$ cat config.mk
export PLATFORM = sky130hd
export DESIGN_NAME = psrma_term_unit
export DESIGN_NICKNAME = d
export VERILOG_FILES = /design/src/rtl/psrma_pkg.sv /design/src/rtl/psrma_term_unit.sv
export SDC_FILE = /design/constraint.sdc
export NUM_CORES = 2
export LEC_CHECK = 0
export BUFFER_PORTS_ARGS = -buffer_cell sky130_fd_sc_hd__buf_2
export CORE_AREA = 2 2 263 239
export DETAILED_ROUTE_END_ITERATION = 6
export DIE_AREA = 0 0 265 241
export SYNTH_ARGS = -nofsm -noshare
export SYNTH_HDL_FRONTEND = slang
export SYNTH_SLANG_ARGS = --single-unit
$ cat constraint.sdc
create_clock -name clk -period 11.3 [get_ports clk]
set_input_delay 2.26 -clock clk [delete_from_list [all_inputs] [get_ports clk]]
set_output_delay 2.26 -clock clk [all_outputs]
set_load 0.01 [all_outputs]
$ cat src/rtl/psrma_pkg.sv
// shared types and constants of the per-spot ray moment accumulator
// no dependencies
`timescale 1ns / 1ps

package psrma_pkg;

  // request commands
  typedef enum logic [2:0] {
    CMD_ADD_RAY   = 3'd0,
    CMD_KILL_L1   = 3'd1,
    CMD_KILL_L2   = 3'd2,
    CMD_KILL_BACK = 3'd3,
    CMD_READ      = 3'd4,
    CMD_CLEAR     = 3'd5
  } cmd_t;

  // control sequencer states
  typedef enum logic [3:0] {
    ST_CLEAR,
    ST_IDLE,
    ST_ADD,
    ST_ADD_TAIL,
    ST_KILL_RD,
    ST_KILL_WR,
    ST_RD_ISSUE,
    ST_RD_DATA,
    ST_RD_HOLD
  } state_t;

  // slot layout of one spot entry: moments 0..11, then the kill counters
  localparam logic [3:0] Q_MOMENT_FIRST = 4'd0;
  localparam logic [3:0] Q_MOMENT_LAST  = 4'd11;
  localparam logic [3:0] Q_KILL_L1      = 4'd12;
  localparam logic [3:0] Q_KILL_L2      = 4'd13;
  localparam logic [3:0] Q_KILL_BACK    = 4'd14;

  localparam int SLOT_W    = 4;
  localparam int TERM_W    = 48;
  localparam int FIRST_W   = 32;
  localparam int COUNT_W   = 32;

  // register map, word addressed by paddr[2]
  localparam logic REG_SPOTS_IN_USE = 1'b0;

  typedef struct packed {
    logic signed [15:0] pos_y;
    logic signed [15:0] pos_z;
    logic signed [15:0] dir_y;
    logic signed [15:0] dir_z;
    logic        [15:0] weight;
  } ray_t;

endpackage

$ cat src/rtl/psrma_term_unit.sv
// shared multiplier that produces one moment term per step
// depends on psrma_pkg
`timescale 1ns / 1ps

module psrma_term_unit
  import psrma_pkg::*;
(
  input  logic                     clk,
  input  logic                     en,
  input  logic [SLOT_W-1:0]        step,
  input  ray_t                     ray,
  output logic signed [TERM_W-1:0] term_r
);

  logic signed [FIRST_W-1:0] t1_r, t2_r, t3_r, t4_r;
  logic signed [FIRST_W-1:0] op_a;
  logic signed [15:0]        op_b;
  logic signed [TERM_W-1:0]  prod;
  logic signed [FIRST_W-1:0] w_ext;

  assign w_ext = $signed({16'd0, ray.weight});

  // first moments use the weight, second moments reuse a stored first moment
  always_comb begin
    op_a = w_ext;
    op_b = 16'sd1;
    case (step)
      4'd1:    begin op_a = w_ext; op_b = ray.pos_y; end
      4'd2:    begin op_a = w_ext; op_b = ray.pos_z; end
      4'd3:    begin op_a = w_ext; op_b = ray.dir_y; end
      4'd4:    begin op_a = w_ext; op_b = ray.dir_z; end
      4'd5:    begin op_a = t1_r;  op_b = ray.pos_y; end
      4'd6:    begin op_a = t2_r;  op_b = ray.pos_z; end
      4'd7:    begin op_a = t1_r;  op_b = ray.pos_z; end
      4'd8:    begin op_a = t3_r;  op_b = ray.dir_y; end
      4'd9:    begin op_a = t4_r;  op_b = ray.dir_z; end
      4'd10:   begin op_a = t1_r;  op_b = ray.dir_y; end
      4'd11:   begin op_a = t2_r;  op_b = ray.dir_z; end
      default: begin op_a = w_ext; op_b = 16'sd1;   end
    endcase
  end

  assign prod = op_a * op_b;

  always_ff @(posedge clk) begin
    if (en) begin
      term_r <= prod;
      case (step)
        4'd1:    t1_r <= prod[FIRST_W-1:0];
        4'd2:    t2_r <= prod[FIRST_W-1:0];
        4'd3:    t3_r <= prod[FIRST_W-1:0];
        4'd4:    t4_r <= prod[FIRST_W-1:0];
        default: ;
      endcase
    end
  end

endmodule

==> impl_metrics.csv <==
group,metric,value,unit
timing,slew_viol_final,0,
critical_path,regToRegSetupSlack,3310,ps
global_routing,grt-ovfl-total,0,
clock_network,ctsHoldBuffers,0,
global_routing,grt_max_degree,53,
die,rows,86,
yosys,synth.area.top_cells,"fa_1, edfxtp_1, inv_1",
final_layout,final_area,0.0268,mm^2
placed_design,place.port_buffers,133,
yosys,netlist.area_leader.share,40.2,%
yosys,synth_edf_count,176,
timing,finClkSkew,11.2,ps
route,finalWirelength,72.2,mm
hold_path,hold_class,"register to register",
clock_network,clock_latency,430,ps
yosys,ys_ff_latch,176,
critical_path,end_kind,"register",
final_layout,drive_above_1_share,10.2,%
timing,max_freq,95.8,MHz
route,num_vias,17800,
clock_network,cts_sinks,176,
timing,fin_crit_sh,92.3,%
timing,finalSetupViolCount,0,
route,routedWlPerCell,21.3,um
placed_design,dp_hpwl,59.9,mm
timing,max_slew_margin,31.5,%
die,core,0.0609,mm^2
yosys,synth_cells,2458,
job,cap_viol_max_count,0,
yosys,ys.flop_type,"edfxtp_1",
placed_design,post_dp_cell_area,0.0262,mm^2
route,antenna_left,0,
clock_network,cts-resized-gates,0,
timing,tightest_slew,1020,ps
status,outcome,"complete, but fails checks",
route,drt-vias-per-instance,5.25,
die,num_io_pins,134,
route,dr.first_iter.drc_count,1477,
timing,setup_tns,0,ps
yosys,synth_nets,3144,
critical_path,slowest_delay,570,ps
critical_path,slowest_stage,"and2_1",
clock_network,post-cts-setup-buffer-count,0,
global_routing,grtUsageTotal,23.7,%
clock_network,h-tree-depth,4,
critical_path,crit_arrival,10610,ps
critical_path,crit_top_cell,"fa_1",
final_layout,final_common_cell,"inv_1",
final_layout,fillers,5903,
yosys,synth_area,0.0242,mm^2
die,die_h,241,um
clock_network,path_clk_slew,70,ps
global_routing,grt_antenna_before_repair,0,
global_routing,grt_pass1_vias,18800,
die,initial_core_util,39.8,%
critical_path,cp.required,11480,ps
final_layout,nets,3275,
yosys,async_flop_share,0,%
final_layout,diodes,0,
critical_path,worstSetupPathType,"input pin to register",
clock_network,cts-buffers-inserted,17,
yosys,ys_types,68,
clock_network,cts-root-buf,"clkbuf_16",
yosys,synth.yosys.warnings,0,
timing,rsz0062_at_grt,"no",
yosys,seq_area_frac_synth,21.8,%
clock_network,cts_max_path_buffers,2,
global_routing,grt_pass1_wl,114,mm
yosys,syn_area_per_cell,9.86,um^2
clock_network,cts_tree,"yes",
route,route.detailed.drc,2,
timing,post-route-min-period,10440,ps
route,first_pass_iters,7,
timing,finalHoldViolations,0,
die,dieArea,0.0639,mm^2
placed_design,routabilityCongestion,0.992,
critical_path,cp-start-kind,"input pin",
critical_path,cp_max_fo,16,
final_layout,final_cell_mix,"inv_1, fa_1, nand2_1, nor2_1, edfxtp_1",
yosys,synth_largest_area_cell,"fa_1",
final_layout,syn2layout_area_growth,10.6,%
die,fp.dieW,265,um
status,violations,"DRC",
## layout make-up
class | count | area [um^2] | area share, %
timing repair buffer | 208 | 1230 | 4.59
tap | 792 | 991 | 3.70
clock buffer | 19 | 433 | 1.62
inverter | 552 | 2070 | 7.73
multi-input combinational | 1634 | 16600 | 62.1
clock inverter | 13 | 145 | 0.542
sequential | 176 | 5290 | 19.7
## layer usage
metal	track usage [%]	vias to the layer above	wire (um)
li1	-	7854	-
met1	35.5	9147	32800
met2	35.2	739	31200
met3	4.95	81	6600
met4	5.82	0	1640
met5	0	-	0
## path summary, 6_finish.rpt
| kind | from | endpoint | cells after the start |
|---|---|---|---|
| max | step[0] | term_r[38] | 30 |
| min | t1_r[1] | t3_r[1] | 6 |
| max reg2reg | t4_r[9] | term_r[38] | 24 |
| min reg2reg | t1_r[1] | t3_r[1] | 6 |
## Yosys cell counts (15+ instances only)
cell,number
and2_1,29
o21a_1,17
fa_1,487
a21o_1,26
a21oi_1,48
clkbuf_1,92
edfxtp_1,176
o21ai_0,26
nor2_1,295
a221o_1,17
nand3_1,28
ha_1,113
a221oi_1,27
a22o_1,15
a222oi_1,16
nand2_1,314
xnor2_1,39
inv_1,551
## flip-flops by register name, indices dropped and copies added (netlist names)
signal / cells
t1_r: 32
t3_r: 32
t2_r: 32
term_r: 48
t4_r: 32
## logic make-up after synthesis
logic type / Yosys count / share of synthesized area (%)
fa+ha+maj: 600 / 46.1
simple gates: 725 / 12.3
xor+xnor: 49 / 1.77
compound gates: 256 / 7.76
buf+inv: 648 / 10.1
flops: 176 / 21.8
mux: 4 / 0.170
## metrics by stage
stage,utilization (%),setup slack (ps),hold slack (ps),instances
floorplan,-,1600,894,2458
global placement,43.0,574,1240,3362
detailed placement,43.0,523,1270,3362
CTS,44.0,919,1290,3394
global route,44.0,360,1380,3394
finish,44.0,865,1310,3394
## worst max-delay path, delay by kind of cell
family / cells / cell delay (ps)
XOR/XNOR: 1 / 140
buffers and inverters: 6 / 680
adder cells (fa/ha/maj): 7 / 3060
AND/OR/NAND/NOR: 8 / 2170
AO/OA/AOI/OAI: 8 / 2260
Power is not shown: default switching activity piles up to over one toggle a cycle in this logic, so the estimate is an artifact.
